$ cat config.mk
export PLATFORM = sky130hd
export DESIGN_NAME = integer_to_ascii_formatter
export DESIGN_NICKNAME = d
export VERILOG_FILES = /design/src/design/i2a_pkg.sv /design/src/design/i2a_bcd_conv.sv /design/src/design/integer_to_ascii_formatter.sv
export SDC_FILE = /design/constraint.sdc
export NUM_CORES = 1
export LEC_CHECK = 0
export ABC_AREA = 0
export ABC_CLOCK_PERIOD_IN_PS = 4450
export CAP_MARGIN = 20
export CORE_MARGIN = 2
export CORE_UTILIZATION = 55
export DETAILED_ROUTE_END_ITERATION = 6
export DONT_BUFFER_PORTS = 1
export PLACE_DENSITY_LB_ADDON = 0.25
export SLEW_MARGIN = 20
export SYNTH_ARGS = -nofsm -noshare
export SYNTH_HDL_FRONTEND = slang
export SYNTH_SLANG_ARGS = --single-unit
$ cat constraint.sdc
create_clock -name clk -period 4.45 [get_ports clk]
set_input_delay 0.445 -clock clk [delete_from_list [all_inputs] [get_ports clk]]
set_output_delay 0.445 -clock clk [all_outputs]
set_load 0.02 [all_outputs]
$ cat src/design/i2a_pkg.sv
`timescale 1ns / 1ps
`default_nettype none

package i2a_pkg;

    localparam int NumBits    = 32;
    localparam int NumDigits  = 10;
    localparam int BcdW       = 4 * NumDigits;
    localparam int StepCntW   = $clog2(NumBits);
    localparam int DigCntW    = 4;
    localparam int FieldW     = 6;

    localparam logic [7:0] ChZero    = 8'h30;
    localparam logic [7:0] ChMinus   = 8'h2d;
    localparam logic [7:0] ChSpace   = 8'h20;
    localparam logic [7:0] ChHexBase = 8'h57;   // 'a' - 10
    localparam logic [5:0] HexDefaultW = 6'd8;

    typedef enum logic [2:0] {
        ST_IDLE,
        ST_CONV,
        ST_PREP,
        ST_SIGN,
        ST_PRE,
        ST_DIG,
        ST_POST
    } fmt_state_t;

    // add 3 to every BCD digit of 5 or more (one double-dabble step)
    function automatic logic [BcdW-1:0] bcd_adjust(input logic [BcdW-1:0] bcd);
        logic [BcdW-1:0] res;
        res = bcd;
        for (int i = 0; i < NumDigits; i++) begin
            if (bcd[4*i +: 4] >= 4'd5) begin
                res[4*i +: 4] = bcd[4*i +: 4] + 4'd3;
            end
        end
        return res;
    endfunction

    // number of significant digits, at least one
    function automatic logic [DigCntW-1:0] digit_count(input logic [BcdW-1:0] dig);
        logic [DigCntW-1:0] n;
        n = DigCntW'(1);
        for (int i = 0; i < NumDigits; i++) begin
            if (dig[4*i +: 4] != 4'd0) begin
                n = DigCntW'(i + 1);
            end
        end
        return n;
    endfunction

    function automatic logic [7:0] digit_char(input logic [3:0] d);
        logic [7:0] c;
        if (d < 4'd10) begin
            c = ChZero + {4'd0, d};
        end else begin
            c = ChHexBase + {4'd0, d};
        end
        return c;
    endfunction

endpackage

`default_nettype wire

$ cat src/design/i2a_bcd_conv.sv
`timescale 1ns / 1ps
`default_nettype none

// Binary to BCD, one double-dabble step per cycle.
module i2a_bcd_conv
    import i2a_pkg::*;
(
    input  wire logic              clk,
    input  wire logic              rst_n,
    input  wire logic              start,
    input  wire logic [NumBits-1:0] bin,
    output logic                   done,
    output logic [BcdW-1:0]        bcd
);

    logic [NumBits-1:0]  bin_reg;
    logic [BcdW-1:0]     bcd_reg;
    logic [StepCntW-1:0] cnt_reg;
    logic                busy_reg;
    logic                done_reg;
    logic [BcdW-1:0]     adj;

    assign adj = bcd_adjust(bcd_reg);

    always_ff @(posedge clk or negedge rst_n)
    begin
        if (!rst_n) begin
            busy_reg <= 1'b0;
            done_reg <= 1'b0;
            cnt_reg  <= '0;
        end else begin
            done_reg <= 1'b0;
            if (start) begin
                busy_reg <= 1'b1;
                cnt_reg  <= '0;
            end else if (busy_reg) begin
                cnt_reg <= cnt_reg + 1'b1;
                if (cnt_reg == StepCntW'(NumBits - 1)) begin
                    busy_reg <= 1'b0;
                    done_reg <= 1'b1;
                end
            end
        end
    end

    always_ff @(posedge clk)
    begin
        if (start) begin
            bin_reg <= bin;
            bcd_reg <= '0;
        end else if (busy_reg) begin
            {bcd_reg, bin_reg} <= {adj[BcdW-2:0], bin_reg, 1'b0};
        end
    end

    assign done = done_reg;
    assign bcd  = bcd_reg;

endmodule

`default_nettype wire

$ cat src/design/integer_to_ascii_formatter.sv
`timescale 1ns / 1ps
`default_nettype none

// printf-style %d / %x formatter.
// s_axis: one beat per number. tuser = kind (0 signed decimal, 1 lowercase hex).
//   tdata = number[31:0], field_width[37:32], zero_fill[38], left_align[39].
// m_axis: one beat per character, tdata = ASCII char, tlast on the final one.
// Decimal: the binary-to-BCD unit runs one double-dabble step per cycle, 32 steps.
// Hex: nibbles are used directly.
// Characters leave at one per cycle while the receiver is ready; 1..64 per item.
// s_axis_tready is high only while idle; the final character is parked in the
// output register, so the next number can be taken while it still waits.
// A receiver stall freezes the character sequence; nothing is dropped.
// Reset clears the sequencer and the output valid; no pass over storage.
module integer_to_ascii_formatter
    import i2a_pkg::*;
#(
    parameter int MAX_FIELD_WIDTH = 63
)
(
    input  wire logic        clk,
    input  wire logic        rst_n,
    input  wire logic        s_axis_tvalid,
    output logic             s_axis_tready,
    input  wire logic [39:0] s_axis_tdata,   // number, field_width, zero_fill, left_align
    input  wire logic        s_axis_tuser,   // kind
    output logic             m_axis_tvalid,
    input  wire logic        m_axis_tready,
    output logic [7:0]       m_axis_tdata,   // text_char
    output logic             m_axis_tlast    // last_char
);

    localparam logic [FieldW-1:0] MaxW = FieldW'(MAX_FIELD_WIDTH);

    fmt_state_t state_reg, state_next;

    logic [NumBits-1:0] in_number;
    logic [FieldW-1:0]  in_width;
    logic               in_zfill, in_left, in_kind;
    logic               in_go;
    logic [NumBits-1:0] mag;
    logic [FieldW-1:0]  width_clamp;

    logic [BcdW-1:0]    digits_reg;
    logic [DigCntW-1:0] idx_reg;
    logic [FieldW-1:0]  pad_reg;
    logic [FieldW-1:0]  width_reg;
    logic               neg_reg, left_reg, fill_reg;

    logic               conv_done;
    logic [BcdW-1:0]    conv_bcd;

    logic [DigCntW-1:0] nd;
    logic [FieldW-1:0]  nd_ext;
    logic [FieldW-1:0]  pad_calc;

    logic               out_valid_reg, out_last_reg;
    logic [7:0]         out_char_reg;

    logic               emitting, emit_go, emit_last;
    logic [7:0]         emit_char;

    assign in_number = s_axis_tdata[31:0];
    assign in_width  = s_axis_tdata[37:32];
    assign in_zfill  = s_axis_tdata[38];
    assign in_left   = s_axis_tdata[39];
    assign in_kind   = s_axis_tuser;

    assign s_axis_tready = (state_reg == ST_IDLE);
    assign in_go         = s_axis_tvalid && s_axis_tready;

    assign mag = (in_number[NumBits-1]) ? (~in_number + 1'b1) : in_number;

    always_comb
    begin
        width_clamp = (in_width > MaxW) ? MaxW : in_width;
        if (in_kind && (width_clamp == '0)) begin
            width_clamp = HexDefaultW;
        end
    end

    i2a_bcd_conv u_conv (
        .clk   (clk),
        .rst_n (rst_n),
        .start (in_go && !in_kind),
        .bin   (mag),
        .done  (conv_done),
        .bcd   (conv_bcd)
    );

    assign nd       = digit_count(digits_reg);
    assign nd_ext   = FieldW'(nd);
    assign pad_calc = (width_reg > nd_ext) ? (width_reg - nd_ext) : '0;

    // output side of the sequencer
    always_comb
    begin
        emitting  = 1'b0;
        emit_char = ChZero;
        emit_last = 1'b0;
        unique case (state_reg)
            ST_SIGN:
            begin
                emitting  = 1'b1;
                emit_char = ChMinus;
            end
            ST_PRE:
            begin
                emitting  = 1'b1;
                emit_char = fill_reg ? ChZero : ChSpace;
            end
            ST_DIG:
            begin
                emitting  = 1'b1;
                emit_char = digit_char(digits_reg[{idx_reg, 2'b00} +: 4]);
                emit_last = (idx_reg == '0) && !(left_reg && (pad_reg != '0));
            end
            ST_POST:
            begin
                emitting  = 1'b1;
                emit_char = fill_reg ? ChZero : ChSpace;
                emit_last = (pad_reg == FieldW'(1));
            end
            default:
            begin
                emitting = 1'b0;
            end
        endcase
        emit_go = emitting && (!out_valid_reg || m_axis_tready);
    end

    always_comb
    begin
        state_next = state_reg;
        unique case (state_reg)
            ST_IDLE:
            begin
                if (in_go) begin
                    state_next = in_kind ? ST_PREP : ST_CONV;
                end
            end
            ST_CONV:
            begin
                if (conv_done) begin
                    state_next = ST_PREP;
                end
            end
            ST_PREP:
            begin
                if (neg_reg) begin
                    state_next = ST_SIGN;
                end else if (!left_reg && (pad_calc != '0)) begin
                    state_next = ST_PRE;
                end else begin
                    state_next = ST_DIG;
                end
            end
            ST_SIGN:
            begin
                if (emit_go) begin
                    state_next = (!left_reg && (pad_reg != '0)) ? ST_PRE : ST_DIG;
                end
            end
            ST_PRE:
            begin
                if (emit_go && (pad_reg == FieldW'(1))) begin
                    state_next = ST_DIG;
                end
            end
            ST_DIG:
            begin
                if (emit_go && (idx_reg == '0)) begin
                    state_next = (left_reg && (pad_reg != '0)) ? ST_POST : ST_IDLE;
                end
            end
            ST_POST:
            begin
                if (emit_go && (pad_reg == FieldW'(1))) begin
                    state_next = ST_IDLE;
                end
            end
            default:
            begin
                state_next = ST_IDLE;
            end
        endcase
    end

    always_ff @(posedge clk or negedge rst_n)
    begin
        if (!rst_n) begin
            state_reg <= ST_IDLE;
        end else begin
            state_reg <= state_next;
        end
    end

    always_ff @(posedge clk)
    begin
        if (in_go) begin
            width_reg  <= width_clamp;
            neg_reg    <= !in_kind && in_number[NumBits-1];
            left_reg   <= !in_kind && in_left;
            fill_reg   <= in_kind || in_zfill;
            digits_reg <= {{(BcdW-NumBits){1'b0}}, in_number};
        end
        if ((state_reg == ST_CONV) && conv_done) begin
            digits_reg <= conv_bcd;
        end
        if (state_reg == ST_PREP) begin
            idx_reg <= nd - 1'b1;
            pad_reg <= pad_calc;
        end
        if (emit_go) begin
            if (state_reg == ST_DIG) begin
                idx_reg <= idx_reg - 1'b1;
            end
            if ((state_reg == ST_PRE) || (state_reg == ST_POST)) begin
                pad_reg <= pad_reg - 1'b1;
            end
        end
    end

    always_ff @(posedge clk or negedge rst_n)
    begin
        if (!rst_n) begin
            out_valid_reg <= 1'b0;
        end else if (emit_go) begin
            out_valid_reg <= 1'b1;
        end else if (m_axis_tready) begin
            out_valid_reg <= 1'b0;
        end
    end

    always_ff @(posedge clk)
    begin
        if (emit_go) begin
            out_char_reg <= emit_char;
            out_last_reg <= emit_last;
        end
    end

    assign m_axis_tvalid = out_valid_reg;
    assign m_axis_tdata  = out_char_reg;
    assign m_axis_tlast  = out_last_reg;

    a_done_in_conv: assert property (@(posedge clk) disable iff (!rst_n)
        conv_done |-> (state_reg == ST_CONV))
        else $error("BCD unit finished outside conversion");

    a_idx_range: assert property (@(posedge clk) disable iff (!rst_n)
        (state_reg == ST_DIG) |-> (idx_reg < DigCntW'(NumDigits)))
        else $error("digit index out of range");

    a_hex_skips_conv: assert property (@(posedge clk) disable iff (!rst_n)
        (in_go && in_kind) |=> (state_reg == ST_PREP))
        else $error("hex item did not go straight to prep");

    a_stall_holds: assert property (@(posedge clk) disable iff (!rst_n)
        (m_axis_tvalid && !m_axis_tready) |=> !emit_go || !$past(emitting) || m_axis_tvalid)
        else $error("output lost during stall");

endmodule

`default_nettype wire
==> flow_summary.toml, run 1 <==
[run_status]
outcome = "complete, no violations"

[global_route]
grt_max_degree = 65
overflow = 0
grt_pass1_vias = 6125
antenna_found_initial = 0
grt_pass1_wl_um = 31000
track_usage = 0.239

[min_path]
hp-class = "input port to flip-flop"

[worst_setup_path]
critPathLaunchType = "flip-flop"
cp_common_cell = "a21oi_1"
startpoint = "digits_reg[7]$_DFFE_PP_"
worstSetupEndpoint = "pad_reg[1]$_DFF_P_"
crit_chain = "or4_1 > a21oi_1 > o21ai_1 > a31o_1 > or2_4 > inv_1 > ha_1 > inv_1 > fa_1 > a21o_1 > a21oi_1 > o21ai_0 > and3_1 > a211oi_1 > a21oi_1"
r2r_cells = 15
cp_num_buf_inv = 2
cpMaxStageDelayCell = "or4_1"
crit_type = "flip-flop to flip-flop"
reg2reg_to = "pad_reg[1]$_DFF_P_"
rrSetupSlack_ps = 630
slowest_delay_ps = 540
crit_required_ps = 4750
cp_max_fo = 6
crit_cells = 15
crit-reg2reg-launch = "digits_reg[7]$_DFFE_PP_"
crit_family = "compound AO/OA/AOI/OAI gates"
worstPathArrival_ps = 4120
critPathCaptureType = "flip-flop"

[clock_network]
clk_latency_ps = 440
clk_path_buf_depth = 2
ctsHoldBuffers = 1
cts_setup_buffers = 0
cts_resized = 0
cts-root-buf = "clkbuf_16"
cts.reportedPaths.clkPinSlew_ps = 60
clock_sinks = 150
cts_made_buffers = 17
cts.htree.levels = 4
tritoncts = "yes"

[die]
die_area_sq_mm = 0.0166
io_pins = 56
design.core.area_sq_mm = 0.0152
die_h_um = 129
start_util = 0.562
die_x_um = 129
fp-row-count = 45

[logic_synthesis]
synth_top_area_share = 0.313
synth_ff_type = "edfxtp_1"
async_flop_share = 0.0733
syn_inst = 894
syn_area_sq_mm = 0.00855
yosys-top-cells-area = "edfxtp_1 31%, dfxtp_1 12%, o21ai_0 5.2%"
yosysWarnings = 0
ys_types = 76
netlist.top_cell.by_area = "edfxtp_1"
synth_edf_count = 89
synth_nets = 974
yosys_register_bits = 150
ys_seq_area_frac = 0.462
postSynthAreaPerCell_sq_um = 9.56

[layout]
final_cell_mix = "100 x nand2_1, 89 x o21ai_0, 89 x edfxtp_1"
finalNetCount = 954
final_common_cell = "nand2_1"
drive_gt1_frac = 0.0947
post-route-util = 0.610
area_growth_pct = 8.43
fillers = 1245
antenna_cells = 0

[power_and_ir_drop]
power.total_uw = 5780
pwr_density_cell_mw_per_mm2 = 623
p_leak_uw = 0.00353
peakVddDrop_v = 0.000356

[sta]
slew_violations = 0
clock_skew_ps = 15.3
rsz0062_at_grt = "no"
holdWs_ps = 102
period_needed_ps = 3820
final-hold-violation-count = 0
period_share = 0.858
tightest_slew_ps = 942
setup-tns-final_ps = 0
finalSetupViolCount = 0
fmax_mhz = 262
maxSlewHeadroom = 0.371

[place]
gp_congestion = 0.945
hpwl_um = 13700
io_buffers = 0

[drt]
wl_per_cell_um = 18.0
drtAntennaViolNets = 0
firstDrtPassIters = 6
via_per_inst = 6.09
drc = 0
first_iter_violations = 585
drt-total-wl_um = 19300
vias = 6548

[flow_run]
max-cap-violations = 0
cell type report:
type | instances | area (sq um) | share of cell area
multi-input cells | 659 | 4270 | 0.461
flip-flops and latches | 150 | 3950 | 0.426
clock buffers | 20 | 457 | 0.0493
well taps | 188 | 235 | 0.0254
clock inverters | 12 | 150 | 0.0162
inverters | 38 | 143 | 0.0154
repair buffers | 8 | 62.6 | 0.00675
logic make-up (layout without fill, tap and decap cells):
kind of cell               after synthesis  count (layout)  synth area share
muxes                                   48              48            0.0653
xor gates and xnor gates                46              46            0.0471
DFF                                    150             150             0.462
adders and majority gates               35              35            0.0521
other                                    2               2          0.000879
and+or+nand+nor                        307             307             0.175
AOI/OAI and AO/OA                      221             221             0.158
buffers and inverters                   85              78            0.0392
synth_stat cells (4+ instances only):
cell type / instances
clkbuf_1: 40
mux4_2: 4
xor2_1: 34
mux2_2: 22
nor2b_1: 11
o31ai_1: 9
nor3b_1: 10
nor2_1: 87
nor4_1: 11
nand2_1: 100
o21ai_0: 89
mux2i_1: 22
a21oi_1: 57
nor3_1: 8
o21ai_1: 10
ha_1: 34
and3_1: 5
nand3_1: 15
inv_1: 38
or4_1: 6
or2_2: 4
dfxtp_1: 50
and2_1: 6
edfxtp_1: 89
nand2b_1: 18
a211oi_1: 11
xnor2_1: 12
or3_1: 7
a31oi_1: 6
dfrtp_1: 11
report_power, final:
group | internal [uW] | leakage [uW] | switching (uW)
clock | 909 | 0.000284 | 569
combinational | 811 | 0.00188 | 1090
sequential | 1940 | 0.00136 | 455
stage by stage:
stage                     area, sq um  setup slack [ps]  cells
after floorplan                  8550              1110    894
after global placement           8650               813   1042
after detailed placement         8650               674   1042
after CTS                        9260               644   1075
after global routing             9270               448   1075
final                            9270               634   1075
worst min path at each step:
| stage | start | to | slack (ps) | depth (start not counted) |
|---|---|---|---|---|
| floorplan | rst_n | m_axis_tvalid$_DFFE_PN0P_ | 150 | 0 |
| global placement | rst_n | u_conv.cnt_reg[0]$_DFFE_PN0P_ | 150 | 0 |
| detailed placement | rst_n | u_conv.cnt_reg[2]$_DFFE_PN0P_ | 150 | 0 |
| CTS | s_axis_tdata[32] | width_reg[0]$_SDFFCE_PP0P_ | 100 | 0 |
| global route | s_axis_tdata[33] | width_reg[1]$_SDFFCE_PP0P_ | 90 | 0 |
| finish | s_axis_tdata[32] | width_reg[0]$_SDFFCE_PP0P_ | 100 | 0 |
routing by layer:
metal / global-route usage / part of all wire
met3: 0.0524 / 0.064
met2: 0.377 / 0.46
met1: 0.330 / 0.45
met5: 0 / 0
met4: 0.0761 / 0.019
(Power assumes the default switching activity.)
==> run 2: changes to the inputs <==
CORE_UTILIZATION = 60   (was 55)
==> run 2 against run 1 <==
Against the previous run: non-clock buffer count rose by 3; die area fell by 8.1%; first-iteration DRC count rose by 22%; cell area barely moved; register-to-register slack improved by 30 ps.
==> flow_summary.toml, run 2 (synthesized netlist as in run 1, its figures left out) <==
[run_status]
outcome = "complete, no violations"

[drt]
drt-total-wl_um = 19500
first_iter_violations = 713
drc = 0
wl_per_cell_um = 18.2
vias = 6590
via_per_inst = 6.16
firstDrtPassIters = 5
drtAntennaViolNets = 0

[global_route]
overflow = 0
grt_pass1_vias = 5981
grt_max_degree = 66
grt_pass1_wl_um = 30700
track_usage = 0.265
antenna_found_initial = 0

[sta]
tightest_slew_ps = 769
maxSlewHeadroom = 0.483
final-hold-violation-count = 0
finalSetupViolCount = 0
setup-tns-final_ps = 0
rsz0062_at_grt = "no"
fmax_mhz = 264
clock_skew_ps = 7.74
slew_violations = 0
period_share = 0.851
post-route-worst-setup-slack_ps = 663
period_needed_ps = 3790

[layout]
drive_gt1_frac = 0.0966
final_common_cell = "nand2_1"
fillers = 1073
antenna_cells = 0
finalNetCount = 957
seqCellArea_sq_mm = 0.00395
area_growth_pct = 8.49
final_cell_mix = "100 x nand2_1, 89 x o21ai_0, 89 x edfxtp_1"
multi_input_area_sq_mm = 0.00427
stdcell_count = 1070

[clock_network]
cts-root-buf = "clkbuf_16"
tritoncts = "yes"
cts.reportedPaths.clkPinSlew_ps = 60
clk_path_buf_depth = 2
clock_sinks = 150
ctsHoldBuffers = 1
clk_latency_ps = 420
cts_made_buffers = 17
cts_resized = 0
cts_setup_buffers = 0
cts.htree.levels = 4

[worst_setup_path]
cp_common_cell = "a21oi_1"
crit_type = "flip-flop to flip-flop"
critPathCaptureType = "flip-flop"
crit_required_ps = 4760
slowest_delay_ps = 560
cp_max_fo = 6
crit_chain = "or4_4 > a21oi_1 > o21ai_1 > a31o_1 > or2_4 > inv_1 > ha_1 > inv_1 > fa_1 > a21o_1 > a21oi_1 > o21ai_0 > and3_1 > a211oi_1 > a21oi_1"
worstPathArrival_ps = 4100
cpMaxStageDelayCell = "or4_4"
critPathLaunchType = "flip-flop"

[place]
pre_cts_ws_ps = 732
gp_congestion = 0.928
io_buffers = 0
hpwl_um = 14000
placed_cells = 1037

[min_path]
hp-class = "input port to flip-flop"

[power_and_ir_drop]
p_leak_uw = 0.00355
peakVddDrop_v = 0.000392
pwr_density_cell_mw_per_mm2 = 622

[die]
die_area_sq_mm = 0.0152
die_x_um = 123
design.core.area_sq_mm = 0.0139
die_h_um = 123
io_pins = 56
start_util = 0.616
fp-row-count = 43

[flow_run]
max-cap-violations = 0
==> run 2: cell count changes in the layout (fill, tap and decap cells not counted), moves of 2 or more <==
cell,change
buf_4,+3
clkinv_2,+3
clkinvlp_4,-3
clkbuf_1,+2
clkinv_1,-2
inv_6,-2
==> run 2: through the flow <==
step,instance area [sq um],utilization,total power [uW],hold slack [ps]
floorplan,8550,-,3840,149
global placement,8660,0.624,4150,150
detailed placement,8660,0.624,4280,150
CTS,9270,0.668,5770,102
global route,9270,0.668,6180,102
finish,9270,0.668,5770,119
==> run 2: power by group <==
part           internal, uW  leakage, uW  switching (uW)  total (uW)
sequential             1940      0.00136             429        2370
clock                   923     0.000297             545        1470
combinational           822      0.00190            1100        1930
total                  3690      0.00355            2080        5770
==> run 2: final timing paths <==
path	start	end	slack [ps]	cells past startpoint
max	digits_reg[15]$_DFFE_PP_	pad_reg[1]$_DFF_P_	660	15
min	s_axis_tdata[34]	width_reg[2]$_SDFFCE_PP0P_	120	0
max reg2reg	digits_reg[15]$_DFFE_PP_	pad_reg[1]$_DFF_P_	660	15
min reg2reg	u_conv.bcd[39]$_SDFFE_PP0P_	u_conv.bcd[39]$_SDFFE_PP0P_	490	2
max in group asynchronous	rst_n	u_conv.busy_reg$_DFF_PN0_	3560	1
min in group asynchronous	rst_n	state_reg[1]$_DFFE_PN0P_	470	1
==> run 2: critical path: cells and delay by family (launching register included) <==
| family | cells | cell delay [ps] |
|---|---|---|
| adders and majority gates | 2 | 580 |
| AOI/OAI and AO/OA | 8 | 1470 |
| DFF | 1 | 410 |
| buffers and inverters | 2 | 110 |
| and+or+nand+nor | 3 | 1090 |
==> run 2: cell type report <==
cell class              instances  area share
clock inverters                 9      0.0136
well taps                     180      0.0243
flip-flops and latches        150       0.426
inverters                      38      0.0154
repair buffers                 11     0.00917
clock buffers                  23      0.0515
multi-input cells             659       0.460
==> run 2: per-layer routing <==
layer  vias up  wire, um  global-route usage
met5         -         0                   0
met4         0       335              0.0959
met3        33      1480              0.0687
met2       249      8810               0.396
met1      3145      8860               0.373
li1       3163         -                   -
